===== config.mk =====
export PLATFORM = sky130hd
export DESIGN_NAME = epoch_seconds_calendar_converter_top
export DESIGN_NICKNAME = d
export VERILOG_FILES = /design/src/escc_pkg.sv /design/src/escc_div.sv /design/src/epoch_seconds_calendar_converter_top.sv
export VERILOG_INCLUDE_DIRS = /design/src /design/src/src
export SDC_FILE = /design/constraint.sdc
export NUM_CORES = 2
export LEC_CHECK = 0
export ABC_CLOCK_PERIOD_IN_PS = 7300
export BUFFER_PORTS_ARGS = -buffer_cell sky130_fd_sc_hd__clkbuf_2
export CORE_MARGIN = 8
export CORE_UTILIZATION = 56
export CTS_CLUSTER_SIZE = 20
export DETAILED_ROUTE_END_ITERATION = 10
export PLACE_DENSITY_LB_ADDON = 0.08
export SLEW_MARGIN = 20
export SYNTH_ARGS = -nofsm -noshare
export SYNTH_HDL_FRONTEND = slang
export SYNTH_SLANG_ARGS = --single-unit

===== constraint.sdc =====
create_clock -name clk -period 7.3 [get_ports clk]
set_clock_uncertainty 0.05 [all_clocks]
set_input_delay 0.365 -clock clk [delete_from_list [all_inputs] [get_ports clk]]
set_output_delay 0.365 -clock clk [all_outputs]
set_load 0.02 [all_outputs]

===== src/epoch_seconds_calendar_converter_top_defines.svh =====
// Assertion macros for the epoch seconds calendar converter.
// Expects signals named clk and rst_n in the scope where a macro is used.
// No other dependencies.
`ifndef EPOCH_SECONDS_CALENDAR_CONVERTER_TOP_DEFINES_SVH
`define EPOCH_SECONDS_CALENDAR_CONVERTER_TOP_DEFINES_SVH

// Consequent must hold in the same cycle as the antecedent.
`define ESCC_ASSERT_IMP(lbl, ante, cons, msg) \
    lbl: assert property (@(posedge clk) disable iff (!rst_n) (ante) |-> (cons)) \
        else $error(msg);

// Consequent must hold in the cycle after the antecedent.
`define ESCC_ASSERT_NXT(lbl, ante, cons, msg) \
    lbl: assert property (@(posedge clk) disable iff (!rst_n) (ante) |=> (cons)) \
        else $error(msg);

`endif


===== src/escc_pkg.sv =====
// Shared types, constants and calendar helpers of the epoch seconds calendar converter.
// Used by escc_div, epoch_seconds_calendar_converter_top and the testbench; no dependencies.
`timescale 1ns / 1ps
`default_nettype none

package escc_pkg;

    localparam int YEAR_SPAN_DEF = 256;

    localparam logic [11:0] BASE_YEAR_RST = 12'd1990;

    localparam logic [1:0] OP_TO_DATE  = 2'd0;
    localparam logic [1:0] OP_TO_SECS  = 2'd1;
    localparam logic [1:0] OP_NEXT_DAY = 2'd2;
    localparam logic [1:0] OP_PREV_DAY = 2'd3;

    localparam logic [16:0] DAY_SECONDS  = 17'd86400;
    localparam logic [16:0] HOUR_SECONDS = 17'd3600;
    localparam logic [16:0] MIN_SECONDS  = 17'd60;
    localparam logic [16:0] WEEK_DAYS    = 17'd7;
    localparam logic [16:0] CENTURY      = 17'd100;
    localparam logic [16:0] QUAD_CENTURY = 17'd400;

    // Reciprocals are floor(2^32 / divisor).
    localparam logic [31:0] DAY_RECIP          = 32'd49710;
    localparam logic [31:0] HOUR_RECIP         = 32'd1193046;
    localparam logic [31:0] MIN_RECIP          = 32'd71582788;
    localparam logic [31:0] WEEK_RECIP         = 32'd613566756;
    localparam logic [31:0] CENTURY_RECIP      = 32'd42949672;
    localparam logic [31:0] QUAD_CENTURY_RECIP = 32'd10737418;

    localparam logic [3:0] LAST_MONTH = 4'd12;

    typedef struct packed {
        logic [1:0]  operation;
        logic [31:0] epoch_seconds;
        logic [11:0] in_year;
        logic [3:0]  in_month;
        logic [4:0]  in_day;
        logic [4:0]  in_hour;
        logic [5:0]  in_minute;
        logic [5:0]  in_second;
    } escc_req_t;

    typedef struct packed {
        logic [11:0] out_year;
        logic [3:0]  out_month;
        logic [4:0]  out_day;
        logic [4:0]  out_hour;
        logic [5:0]  out_minute;
        logic [5:0]  out_second;
        logic [31:0] total_seconds;
        logic [2:0]  weekday;
    } escc_rsp_t;

    typedef struct packed {
        logic        go;
        logic [31:0] dividend;
        logic [16:0] divisor;
        logic [31:0] recip;
    } div_cmd_t;

    typedef struct packed {
        logic        done;
        logic [31:0] quotient;
        logic [16:0] remainder;
    } div_rsp_t;

    // Month length; anything outside 1 to 12 is a one-day month.
    function automatic logic [4:0] month_days(input logic [3:0] month, input logic leap);
        logic [4:0] len;
        case (month)
            4'd2:                                     len = leap ? 5'd29 : 5'd28;
            4'd4, 4'd6, 4'd9, 4'd11:                  len = 5'd30;
            4'd1, 4'd3, 4'd5, 4'd7, 4'd8, 4'd10, 4'd12: len = 5'd31;
            default:                                  len = 5'd1;
        endcase
        return len;
    endfunction

endpackage

`default_nettype wire


===== src/escc_div.sv =====
// Shared constant divider for the calendar converter: a reciprocal multiply, a back
// multiply and one correction step in the phases PH_MUL, PH_BACK and PH_FIX, then done.
// Depends on escc_pkg.
`timescale 1ns / 1ps
`default_nettype none

module escc_div (
    input  wire logic               clk,
    input  wire logic               rst_n,
    input  wire escc_pkg::div_cmd_t cmd,
    output escc_pkg::div_rsp_t      rsp
);

    localparam logic [1:0] PH_MUL  = 2'd0;
    localparam logic [1:0] PH_BACK = 2'd1;
    localparam logic [1:0] PH_FIX  = 2'd2;

    logic [31:0] dvd_reg, dvd_next;
    logic [31:0] rcp_reg, rcp_next;
    logic [16:0] dsr_reg, dsr_next;
    logic [31:0] quot_reg, quot_next;
    logic [17:0] part_reg, part_next;
    logic [16:0] rem_reg, rem_next;
    logic [1:0]  phase_reg, phase_next;
    logic        busy_reg, busy_next;
    logic        done_reg, done_next;

    logic [63:0] product;
    logic [31:0] back;
    logic [17:0] fix_diff;

    // The estimate from the truncated reciprocal is the true quotient or one below it.
    always_comb
    begin
        product    = 64'(dvd_reg) * 64'(rcp_reg);
        back       = dvd_reg - quot_reg * 32'(dsr_reg);
        fix_diff   = part_reg - {1'b0, dsr_reg};
        dvd_next   = dvd_reg;
        rcp_next   = rcp_reg;
        dsr_next   = dsr_reg;
        quot_next  = quot_reg;
        part_next  = part_reg;
        rem_next   = rem_reg;
        phase_next = phase_reg;
        busy_next  = busy_reg;
        done_next  = 1'b0;
        if (cmd.go)
        begin
            dvd_next   = cmd.dividend;
            rcp_next   = cmd.recip;
            dsr_next   = cmd.divisor;
            phase_next = PH_MUL;
            busy_next  = 1'b1;
        end
        else if (busy_reg)
        begin
            case (phase_reg)
                PH_MUL:
                begin
                    quot_next  = product[63:32];
                    phase_next = PH_BACK;
                end
                PH_BACK:
                begin
                    part_next  = back[17:0];
                    phase_next = PH_FIX;
                end
                PH_FIX:
                begin
                    if (part_reg >= {1'b0, dsr_reg})
                    begin
                        quot_next = quot_reg + 32'd1;
                        rem_next  = fix_diff[16:0];
                    end
                    else
                    begin
                        rem_next = part_reg[16:0];
                    end
                    busy_next = 1'b0;
                    done_next = 1'b1;
                end
                default:
                begin
                    busy_next = 1'b0;
                end
            endcase
        end
    end

    always_ff @(posedge clk or negedge rst_n)
    begin
        if (!rst_n)
        begin
            busy_reg  <= 1'b0;
            done_reg  <= 1'b0;
            phase_reg <= PH_MUL;
        end
        else
        begin
            busy_reg  <= busy_next;
            done_reg  <= done_next;
            phase_reg <= phase_next;
        end
    end

    always_ff @(posedge clk)
    begin
        dvd_reg  <= dvd_next;
        rcp_reg  <= rcp_next;
        dsr_reg  <= dsr_next;
        quot_reg <= quot_next;
        part_reg <= part_next;
        rem_reg  <= rem_next;
    end

    always_comb
    begin
        rsp.done      = done_reg;
        rsp.quotient  = quot_reg;
        rsp.remainder = rem_reg;
    end

endmodule

`default_nettype wire


===== src/epoch_seconds_calendar_converter_top.sv =====
// Top level of the epoch seconds calendar converter: sequencer, calendar datapath
// and the base year register. Depends on escc_pkg, escc_div and the defines header.
`timescale 1ns / 1ps
`default_nettype none
`include "epoch_seconds_calendar_converter_top_defines.svh"

// Channel    | Ports                           | Transfer
// -----------+---------------------------------+------------------------------------------
// request    | start, busy, req                | start high while busy low
// result     | done, rsp                       | done high for one cycle, always taken
// base year  | cfg_valid, cfg_ready, cfg_data  | cfg_valid and cfg_ready both high
//
// Six or seven passes through the shared divider, and for operation 0 the year and month
// subtraction loop, set how long a request keeps the block busy; done is registered from
// the final state. Reset clears the sequencer and sets the base year to 1990. cfg_ready is
// low while a request is in progress.

module epoch_seconds_calendar_converter_top #(
    parameter int YEAR_SPAN = escc_pkg::YEAR_SPAN_DEF
) (
    input  wire logic                clk,
    input  wire logic                rst_n,
    input  wire logic                start,
    output logic                     busy,
    input  wire escc_pkg::escc_req_t req,
    output logic                     done,
    output escc_pkg::escc_rsp_t      rsp,
    input  wire logic                cfg_valid,
    output logic                     cfg_ready,
    input  wire logic [11:0]         cfg_data
);

    localparam int YW = $clog2(4096 + YEAR_SPAN);
    localparam int NW = $clog2(YEAR_SPAN + 1);

    localparam logic [4:0] S_IDLE    = 5'd0;
    localparam logic [4:0] S_B100    = 5'd1;
    localparam logic [4:0] S_B400    = 5'd2;
    localparam logic [4:0] S_Y100    = 5'd3;
    localparam logic [4:0] S_Y400    = 5'd4;
    localparam logic [4:0] S_STEP    = 5'd5;
    localparam logic [4:0] S_YPART   = 5'd6;
    localparam logic [4:0] S_MSUM    = 5'd7;
    localparam logic [4:0] S_MULT    = 5'd8;
    localparam logic [4:0] S_TIME    = 5'd9;
    localparam logic [4:0] S_DAYDIV  = 5'd10;
    localparam logic [4:0] S_HOURDIV = 5'd11;
    localparam logic [4:0] S_MINDIV  = 5'd12;
    localparam logic [4:0] S_WEEKDIV = 5'd13;
    localparam logic [4:0] S_YEAR    = 5'd14;
    localparam logic [4:0] S_MONTH   = 5'd15;
    localparam logic [4:0] S_DONE    = 5'd16;

    logic [4:0]  state_reg, state_next;
    logic        launched_reg, launched_next;
    logic        stepped_reg, stepped_next;
    logic        done_reg, done_next;
    logic [11:0] base_reg, base_next;
    logic [1:0]  op_reg, op_next;
    logic [11:0] y_reg, y_next;
    logic [3:0]  m_reg, m_next;
    logic [4:0]  d_reg, d_next;
    logic [4:0]  h_reg, h_next;
    logic [5:0]  mi_reg, mi_next;
    logic [5:0]  s_reg, s_next;
    logic [31:0] tot_reg, tot_next;
    logic [21:0] days_reg, days_next;
    logic [16:0] hms_reg, hms_next;
    logic [5:0]  q100_reg, q100_next;
    logic [6:0]  r100_reg, r100_next;
    logic [8:0]  r400_reg, r400_next;
    logic [10:0] lb_reg, lb_next;
    logic [10:0] ly_reg, ly_next;
    logic        leap_reg, leap_next;
    logic [3:0]  k_reg, k_next;
    logic [2:0]  wd_reg, wd_next;
    logic [16:0] left_reg, left_next;
    logic [YW-1:0] yy_reg, yy_next;
    logic [NW-1:0] n_reg, n_next;
    logic [6:0]  c100_reg, c100_next;
    logic [8:0]  c400_reg, c400_next;
    escc_pkg::escc_rsp_t rsp_reg, rsp_next;

    escc_pkg::div_cmd_t div_cmd;
    escc_pkg::div_rsp_t div_rsp;
    logic        div_go;
    logic        div_fire;

    logic [12:0] probe_val;
    logic [12:0] probe_c100;
    logic [12:0] probe_c400;
    logic [12:0] probe_q4;
    logic [10:0] probe_l;
    logic        probe_leap;
    logic        yy_leap;
    logic [8:0]  yy_days;
    logic [4:0]  md_cur;
    logic [4:0]  md_prev;
    logic [4:0]  md_year;
    logic [4:0]  md_sum;
    logic [31:0] days_ext;
    logic [4:0]  after_week;

    escc_div u_div (
        .clk   (clk),
        .rst_n (rst_n),
        .cmd   (div_cmd),
        .rsp   (div_rsp)
    );

    // Year probe: (Y + 99) / 100 and (Y + 399) / 400 give the leap count below Y
    // and, through their remainders, whether Y itself is a leap year.
    assign probe_val  = ((state_reg == S_B100) || (state_reg == S_B400)) ?
                        {1'b0, base_reg} : {1'b0, y_reg};
    assign probe_c100 = probe_val + 13'd99;
    assign probe_c400 = probe_val + 13'd399;
    assign probe_q4   = probe_val + 13'd3;
    assign probe_l    = probe_q4[12:2] - 11'(q100_reg) + 11'(div_rsp.quotient[3:0]);
    assign probe_leap = (probe_val[1:0] == 2'd0) &&
                        ((r100_reg != 7'd99) || (div_rsp.remainder[8:0] == 9'd399));

    // The year walk keeps (Y + 99) mod 100 and (Y + 399) mod 400 as running counters.
    assign yy_leap  = (yy_reg[1:0] == 2'd0) && ((c100_reg != 7'd99) || (c400_reg == 9'd399));
    assign yy_days  = yy_leap ? 9'd366 : 9'd365;
    assign md_cur   = escc_pkg::month_days(m_reg, leap_reg);
    assign md_prev  = escc_pkg::month_days(m_reg - 4'd1, leap_reg);
    assign md_year  = escc_pkg::month_days(m_reg, yy_leap);
    assign md_sum   = escc_pkg::month_days(k_reg, leap_reg);
    assign days_ext = {{10{days_reg[21]}}, days_reg};
    assign div_fire = launched_reg && div_rsp.done;
    assign after_week = (op_reg == escc_pkg::OP_TO_DATE) ? S_YEAR : S_DONE;

    always_comb
    begin
        div_cmd.go       = div_go;
        div_cmd.dividend = tot_reg;
        div_cmd.divisor  = escc_pkg::DAY_SECONDS;
        div_cmd.recip    = escc_pkg::DAY_RECIP;
        case (state_reg)
            S_B100, S_Y100:
            begin
                div_cmd.dividend = {19'd0, probe_c100};
                div_cmd.divisor  = escc_pkg::CENTURY;
                div_cmd.recip    = escc_pkg::CENTURY_RECIP;
            end
            S_B400, S_Y400:
            begin
                div_cmd.dividend = {19'd0, probe_c400};
                div_cmd.divisor  = escc_pkg::QUAD_CENTURY;
                div_cmd.recip    = escc_pkg::QUAD_CENTURY_RECIP;
            end
            S_HOURDIV:
            begin
                div_cmd.dividend = {15'd0, hms_reg};
                div_cmd.divisor  = escc_pkg::HOUR_SECONDS;
                div_cmd.recip    = escc_pkg::HOUR_RECIP;
            end
            S_MINDIV:
            begin
                div_cmd.dividend = {20'd0, hms_reg[11:0]};
                div_cmd.divisor  = escc_pkg::MIN_SECONDS;
                div_cmd.recip    = escc_pkg::MIN_RECIP;
            end
            S_WEEKDIV:
            begin
                div_cmd.dividend = {11'd0, days_reg[20:0]};
                div_cmd.divisor  = escc_pkg::WEEK_DAYS;
                div_cmd.recip    = escc_pkg::WEEK_RECIP;
            end
            default:
            begin
                div_cmd.dividend = tot_reg;
            end
        endcase
    end

    always_comb
    begin
        state_next = state_reg;
        stepped_next = stepped_reg;
        done_next  = 1'b0;
        base_next  = (cfg_valid && cfg_ready) ? cfg_data : base_reg;
        op_next    = op_reg;
        y_next     = y_reg;
        m_next     = m_reg;
        d_next     = d_reg;
        h_next     = h_reg;
        mi_next    = mi_reg;
        s_next     = s_reg;
        tot_next   = tot_reg;
        days_next  = days_reg;
        hms_next   = hms_reg;
        q100_next  = q100_reg;
        r100_next  = r100_reg;
        r400_next  = r400_reg;
        lb_next    = lb_reg;
        ly_next    = ly_reg;
        leap_next  = leap_reg;
        k_next     = k_reg;
        wd_next    = wd_reg;
        left_next  = left_reg;
        yy_next    = yy_reg;
        n_next     = n_reg;
        c100_next  = c100_reg;
        c400_next  = c400_reg;
        rsp_next   = rsp_reg;
        div_go     = 1'b0;

        case (state_reg)
            S_IDLE:
            begin
                if (start)
                begin
                    op_next      = req.operation;
                    tot_next     = req.epoch_seconds;
                    y_next       = req.in_year;
                    m_next       = req.in_month;
                    d_next       = req.in_day;
                    h_next       = req.in_hour;
                    mi_next      = req.in_minute;
                    s_next       = req.in_second;
                    stepped_next = 1'b0;
                    state_next   = S_B100;
                end
            end
            S_B100, S_Y100:
            begin
                div_go = !launched_reg;
                if (div_fire)
                begin
                    q100_next  = div_rsp.quotient[5:0];
                    r100_next  = div_rsp.remainder[6:0];
                    state_next = (state_reg == S_B100) ? S_B400 : S_Y400;
                end
            end
            S_B400:
            begin
                div_go = !launched_reg;
                if (div_fire)
                begin
                    lb_next    = probe_l;
                    r400_next  = div_rsp.remainder[8:0];
                    state_next = (op_reg == escc_pkg::OP_TO_DATE) ? S_DAYDIV : S_Y100;
                end
            end
            S_Y400:
            begin
                div_go = !launched_reg;
                if (div_fire)
                begin
                    ly_next    = probe_l;
                    leap_next  = probe_leap;
                    state_next = stepped_reg ? S_YPART : S_STEP;
                end
            end
            S_STEP:
            begin
                stepped_next = 1'b1;
                state_next   = S_Y100;
                case (op_reg)
                    escc_pkg::OP_NEXT_DAY:
                    begin
                        if (d_reg < md_cur)
                        begin
                            d_next = d_reg + 5'd1;
                        end
                        else
                        begin
                            d_next = 5'd1;
                            if (m_reg < escc_pkg::LAST_MONTH)
                            begin
                                m_next = m_reg + 4'd1;
                            end
                            else
                            begin
                                m_next = 4'd1;
                                y_next = y_reg + 12'd1;
                            end
                        end
                    end
                    escc_pkg::OP_PREV_DAY:
                    begin
                        if (d_reg > 5'd1)
                        begin
                            d_next = d_reg - 5'd1;
                        end
                        else if (m_reg > 4'd1)
                        begin
                            m_next = m_reg - 4'd1;
                            d_next = md_prev;
                        end
                        else
                        begin
                            y_next = y_reg - 12'd1;
                            m_next = escc_pkg::LAST_MONTH;
                            d_next = 5'd31;
                        end
                    end
                    escc_pkg::OP_TO_SECS:
                    begin
                        d_next = d_reg;
                    end
                    default:
                    begin
                        d_next = d_reg;
                    end
                endcase
            end
            S_YPART:
            begin
                if (y_reg < base_reg)
                begin
                    days_next  = '0;
                    state_next = S_MULT;
                end
                else
                begin
                    days_next  = 22'(y_reg - base_reg) * 22'd365 + 22'(ly_reg) - 22'(lb_reg);
                    k_next     = 4'd1;
                    state_next = S_MSUM;
                end
            end
            S_MSUM:
            begin
                if (k_reg < m_reg)
                begin
                    days_next = days_reg + 22'(md_sum);
                    k_next    = k_reg + 4'd1;
                end
                else
                begin
                    days_next  = days_reg + 22'(d_reg) - 22'd1;
                    state_next = S_MULT;
                end
            end
            S_MULT:
            begin
                tot_next   = days_ext * 32'(escc_pkg::DAY_SECONDS);
                state_next = S_TIME;
            end
            S_TIME:
            begin
                tot_next   = tot_reg + 32'(h_reg) * 32'(escc_pkg::HOUR_SECONDS)
                           + 32'(mi_reg) * 32'(escc_pkg::MIN_SECONDS) + 32'(s_reg);
                state_next = S_WEEKDIV;
            end
            S_DAYDIV:
            begin
                div_go = !launched_reg;
                if (div_fire)
                begin
                    days_next  = 22'(div_rsp.quotient[15:0]);
                    hms_next   = div_rsp.remainder;
                    left_next  = {1'b0, div_rsp.quotient[15:0]} + 17'd1;
                    yy_next    = YW'(base_reg);
                    n_next     = NW'(1);
                    c100_next  = r100_reg;
                    c400_next  = r400_reg;
                    state_next = S_HOURDIV;
                end
            end
            S_HOURDIV:
            begin
                div_go = !launched_reg;
                if (div_fire)
                begin
                    h_next     = div_rsp.quotient[4:0];
                    hms_next   = div_rsp.remainder;
                    state_next = S_MINDIV;
                end
            end
            S_MINDIV:
            begin
                div_go = !launched_reg;
                if (div_fire)
                begin
                    mi_next    = div_rsp.quotient[5:0];
                    s_next     = div_rsp.remainder[5:0];
                    state_next = S_WEEKDIV;
                end
            end
            S_WEEKDIV:
            begin
                // A day count of minus one (day zero of January in the base year) is a Sunday-style 7.
                if (!launched_reg && (days_reg == '1))
                begin
                    wd_next    = 3'd7;
                    state_next = after_week;
                end
                else
                begin
                    div_go = !launched_reg;
                    if (div_fire)
                    begin
                        wd_next    = div_rsp.remainder[2:0] + 3'd1;
                        state_next = after_week;
                    end
                end
            end
            S_YEAR:
            begin
                if ((n_reg < NW'(YEAR_SPAN)) && (left_reg > 17'(yy_days)))
                begin
                    left_next = left_reg - 17'(yy_days);
                    yy_next   = yy_reg + YW'(1);
                    n_next    = n_reg + NW'(1);
                    c100_next = (c100_reg == 7'd99) ? 7'd0 : c100_reg + 7'd1;
                    c400_next = (c400_reg == 9'd399) ? 9'd0 : c400_reg + 9'd1;
                end
                else
                begin
                    m_next     = 4'd1;
                    state_next = S_MONTH;
                end
            end
            S_MONTH:
            begin
                if ((m_reg < escc_pkg::LAST_MONTH) && (left_reg > 17'(md_year)))
                begin
                    left_next = left_reg - 17'(md_year);
                    m_next    = m_reg + 4'd1;
                end
                else
                begin
                    state_next = S_DONE;
                end
            end
            S_DONE:
            begin
                rsp_next.out_year      = y_reg;
                rsp_next.out_month     = m_reg;
                rsp_next.out_day       = d_reg;
                rsp_next.out_hour      = h_reg;
                rsp_next.out_minute    = mi_reg;
                rsp_next.out_second    = s_reg;
                rsp_next.total_seconds = tot_reg;
                rsp_next.weekday       = wd_reg;
                if (op_reg == escc_pkg::OP_TO_DATE)
                begin
                    rsp_next.out_year = yy_reg[11:0];
                    rsp_next.out_day  = left_reg[4:0];
                end
                done_next  = 1'b1;
                state_next = S_IDLE;
            end
            default:
            begin
                state_next = S_IDLE;
            end
        endcase

        launched_next = div_fire ? 1'b0 : (div_go ? 1'b1 : launched_reg);
    end

    always_ff @(posedge clk or negedge rst_n)
    begin
        if (!rst_n)
        begin
            state_reg    <= S_IDLE;
            launched_reg <= 1'b0;
            stepped_reg  <= 1'b0;
            done_reg     <= 1'b0;
            base_reg     <= escc_pkg::BASE_YEAR_RST;
        end
        else
        begin
            state_reg    <= state_next;
            launched_reg <= launched_next;
            stepped_reg  <= stepped_next;
            done_reg     <= done_next;
            base_reg     <= base_next;
        end
    end

    always_ff @(posedge clk)
    begin
        op_reg   <= op_next;
        y_reg    <= y_next;
        m_reg    <= m_next;
        d_reg    <= d_next;
        h_reg    <= h_next;
        mi_reg   <= mi_next;
        s_reg    <= s_next;
        tot_reg  <= tot_next;
        days_reg <= days_next;
        hms_reg  <= hms_next;
        q100_reg <= q100_next;
        r100_reg <= r100_next;
        r400_reg <= r400_next;
        lb_reg   <= lb_next;
        ly_reg   <= ly_next;
        leap_reg <= leap_next;
        k_reg    <= k_next;
        wd_reg   <= wd_next;
        left_reg <= left_next;
        yy_reg   <= yy_next;
        n_reg    <= n_next;
        c100_reg <= c100_next;
        c400_reg <= c400_next;
        rsp_reg  <= rsp_next;
    end

    assign busy      = (state_reg != S_IDLE);
    assign cfg_ready = !busy;
    assign done      = done_reg;
    assign rsp       = rsp_reg;

    `ESCC_ASSERT_NXT(a_accept_busy, start && !busy, busy, "accepted request did not start work")
    `ESCC_ASSERT_IMP(a_done_idle, done, !busy, "result strobe while still working")
    `ESCC_ASSERT_IMP(a_div_owned, div_rsp.done, launched_reg, "divider finished without a launch")
    `ESCC_ASSERT_IMP(a_weekday_range, done, rsp.weekday != 3'd0, "weekday out of range")
    `ESCC_ASSERT_IMP(a_month_range, done && (op_reg == escc_pkg::OP_TO_DATE), (rsp.out_month >= 4'd1) && (rsp.out_month <= 4'd12), "decoded month out of range")

endmodule

`default_nettype wire


==> reports/summary.md <==
* **x dimension of the die** 351 um
* **nets** 8783
* **weighted congestion at the end of routability-driven global placement** 1.00
* **Synth Area in XOR/XNOR** 4.59%
* **result of the run** finished with violations
* **maximum capacitance violations** 0
* **worst hold margin** 23.8 ps
* **worst-case register-to-register setup slack** -410 ps
* **category of the most critical setup path** reg -> reg
* **detail-routed net length per standard cell** 22.3 um
* **element type at the critical path end** flop
* **placeable core region** 112000 um2
* **dominant cell type by area after synthesis** sky130_fd_sc_hd__fa_1
* **async set or reset register ratio after synthesis** 5.66%
* **commonest cells after routing, fill and taps aside** sky130_fd_sc_hd__inv_1, sky130_fd_sc_hd__fa_1, sky130_fd_sc_hd__ha_1
* **master cell of the clock root buffer** sky130_fd_sc_hd__clkbuf_16
* **post-placement setup slack** -886 ps
* **setup violators final** 17
* **crit path from** u_div.dvd_reg[16]
* **violated checks** setup timing
* **Crit Reg-Reg Startpoint** u_div.dvd_reg[16]
* **most common cell after layout, fill and taps aside** sky130_fd_sc_hd__inv_1
* **highest routing layer actually used** met4
* **number of input and output port buffers inserted** 163
* **initial antenna violation count** 2
* **total count of hold-check failures in the final report** 0
* **Achievable Freq** 0.130 GHz
* **Critical Path Start Type** flop
* **CTS buffer count** 48
* **launch instance of the worst min-delay path** req[53]
* **pins over their slew limit** 0
* **worst-case clock buffer depth** 3
* **initial core utilization** 56.1%
* **maximum number of pins on one net before global-route repair** 67
* **Critical Path Slowest Stage Cell** sky130_fd_sc_hd__fa_1
* **via count of the first global-routing pass** 50.5k
* **DIE HEIGHT** 351 um
* **number of enable-type register cells in the synthesized netlist** 400
* **Met1 Routed Length** 75.0 mm
* **area occupied by registers** 12600 um2
* **WP buf/inv** 7
* **global-route usage over all layers** 31.5%
* **Warnings, synthesis** 0
* **post-route ant nets** 0
* **clock slew at the register clock pins of the worst setup and hold paths** 60 ps
* **proportion of netlist area held by the largest area contributor** 29.4%
* **die area** 123000 um2
* **detailed-route DRC error count** 0
* **largest fanout on the critical path** 8
* **data arrival time of the critical path** 8050 ps
* **capture instance of the worst register-to-register path** u_div.quot_reg[16]
* **critical path endpoint** u_div.quot_reg[16]
* **overflow left after global routing** 0
* **DPL Wire Length** 158 mm
* **initial detailed-routing violation count** 3611
* **number of inserted filler cells in the final layout** 9460
* **multiplexer share of the synthesized area** 0.682%
* **number of placed I/O pins** 164
* **CTS tree** yes
* **number of H-tree levels** 2
* **detailed-routed wire length on met2** 93.7 mm
* **total detailed-routing wirelength** 192 mm
* **logic depth of the worst setup path including buffers** 25
* **TritonCTS sink count** 424
* **Synthesized Nets** 8258
* **minimum clock period after layout** 7710 ps
* **Final WS setup** -410 ps
* **via density per instance** 5.53
* **source-to-sink clock delay at the later pin of the worst-skew pair** 650 ps
* **adder-cell share of the synthesized area** 43.5%
* **max FFs per register** 73
* **post-route clock period utilization** 106%
* **dominant combinational cell family by area after synthesis** adder cells
* **global-route wire length before repair** 296 mm
* **total via count in the routed design** 47.6k
* **RSZ-0062 raised after global routing** true
* **commonest register cell after synthesis** sky130_fd_sc_hd__edfxtp_1
* **Mapped Cells** 6541
* **synthesized area per cell** 9.59 um2
* **number of flip-flops and latches in the synthesized netlist** 424
* **area added between synthesis and finish** 14.9%
* **length of the first detailed-routing pass in iterations** 6
* **fraction of the mapped netlist area in simple logic gates** 12.9%
* **largest cells by area after synthesis** sky130_fd_sc_hd__fa_1, sky130_fd_sc_hd__edfxtp_1, sky130_fd_sc_hd__ha_1, sky130_fd_sc_hd__inv_1, sky130_fd_sc_hd__and2_1
* **Rel. slew slack** 22.5%
* **type of the most critical hold path** in -> reg
* **Least-Margin Pin Slew** 1150 ps
* **number of distinct library cells after synthesis** 92
* **standard-cell rows** 123
* **Synth Cell Area** 62800 um2
* **cell family with the largest share of critical-path delay** adder cells
* **Seq/Total Area, Yosys** 20.1%
* **required time worst endpoint** 7640 ps
* **depth of the most critical reg-to-reg path** 25
* **Crit path top cell by count** sky130_fd_sc_hd__fa_1
* **fraction of final layout cells sized beyond drive strength 1** 14.3%
* **post-synthesis compound-gate area fraction** 7.89%
* **wire length on met3** 12.2 mm
* **Worst path max stage delay** 580 ps
* **area taken by multi-input logic gates** 44900 um2
[worst min path at each step]
| stage | end | slack [ps] | cells past startpoint |
|---|---|---|---|
| 2_1_floorplan | base_reg[0] | 20 | 0 |
| 3_3_place_gp | hms_reg[13] | 360 | 0 |
| 3_5_place_dp | hms_reg[15] | 350 | 0 |
| 4_1_cts | tot_reg[15] | 2 | 3 |
| 5_1_grt | tot_reg[22] | 30 | 3 |
| 6_report | tot_reg[15] | 20 | 3 |
[worst register-to-register path, delay by kind of cell (launching register included)]
kind / cells / cell delay, ps
adder cells (fa/ha/maj): 9 / 4420
AO/OA/AOI/OAI: 7 / 1380
buffers and inverters: 7 / 770
flip-flops: 1 / 490
AND/OR/NAND/NOR: 2 / 360
[what timing repair did]
action,in CTS,in global routing
endpoints found under the setup margin,21,24
hold endpoints to repair,74,0
hold buffers,58,0
cloned,2,0
gates resized for setup,177,67
pin swaps,142,66
buffers inserted,34,13
[layer usage]
metal  vias up  GRT usage, %
met2      1720          54.7
met1     23812          39.6
li1      21684             -
met5         -             0
met3       406          4.09
met4         0          13.9
[cells by family (layout without fill, tap and decap cells)]
group	after synthesis	in the layout
AND/OR/NAND/NOR	1650	1650
multiplexers	39	39
flip-flops	424	424
buffers and inverters	1716	2281
XOR/XNOR	329	329
adder cells (fa/ha/maj)	1629	1629
other	0	2
AO/OA/AOI/OAI	754	754
[layout make-up]
class,count,area share [%]
antenna,2,0.00694
clock buffer,67,1.88
clock inverter,23,0.288
inverter,1501,7.86
multi-input combinational,4401,62.2
sequential,424,17.5
tap,1500,2.60
timing repair buffer,689,7.64
timing repair inverter,1,0.0121
[stage by stage]
stage	std cells	area [um2]	util, %	TNS (ps)
floorplan	6541	63100	-	0
global placement	8413	68700	61.4	-6980
detailed placement	8413	68700	61.4	-8260
CTS	8596	71700	64.1	-3850
global route	8606	72100	64.4	-7800
finish	8608	72100	64.4	-3580
[synthesized netlist by cell type (all sizes together), types with 29 or more instances]
library cell and n:
nand3 64, fa 922, a21oi 164, nor2b 30
nand4 32, mux2 30, edfxtp 400, nand2 536
clkbuf 201, nor2 310, and2 495, inv 1494
nor3 58, ha 707, a21o 63, o21ai 214
o21a 34, xnor2 220, a22oi 29, nand2b 35
xor2 109
Power is not shown: default switching activity piles up to over one toggle a cycle in this logic, so the estimate is an artifact.
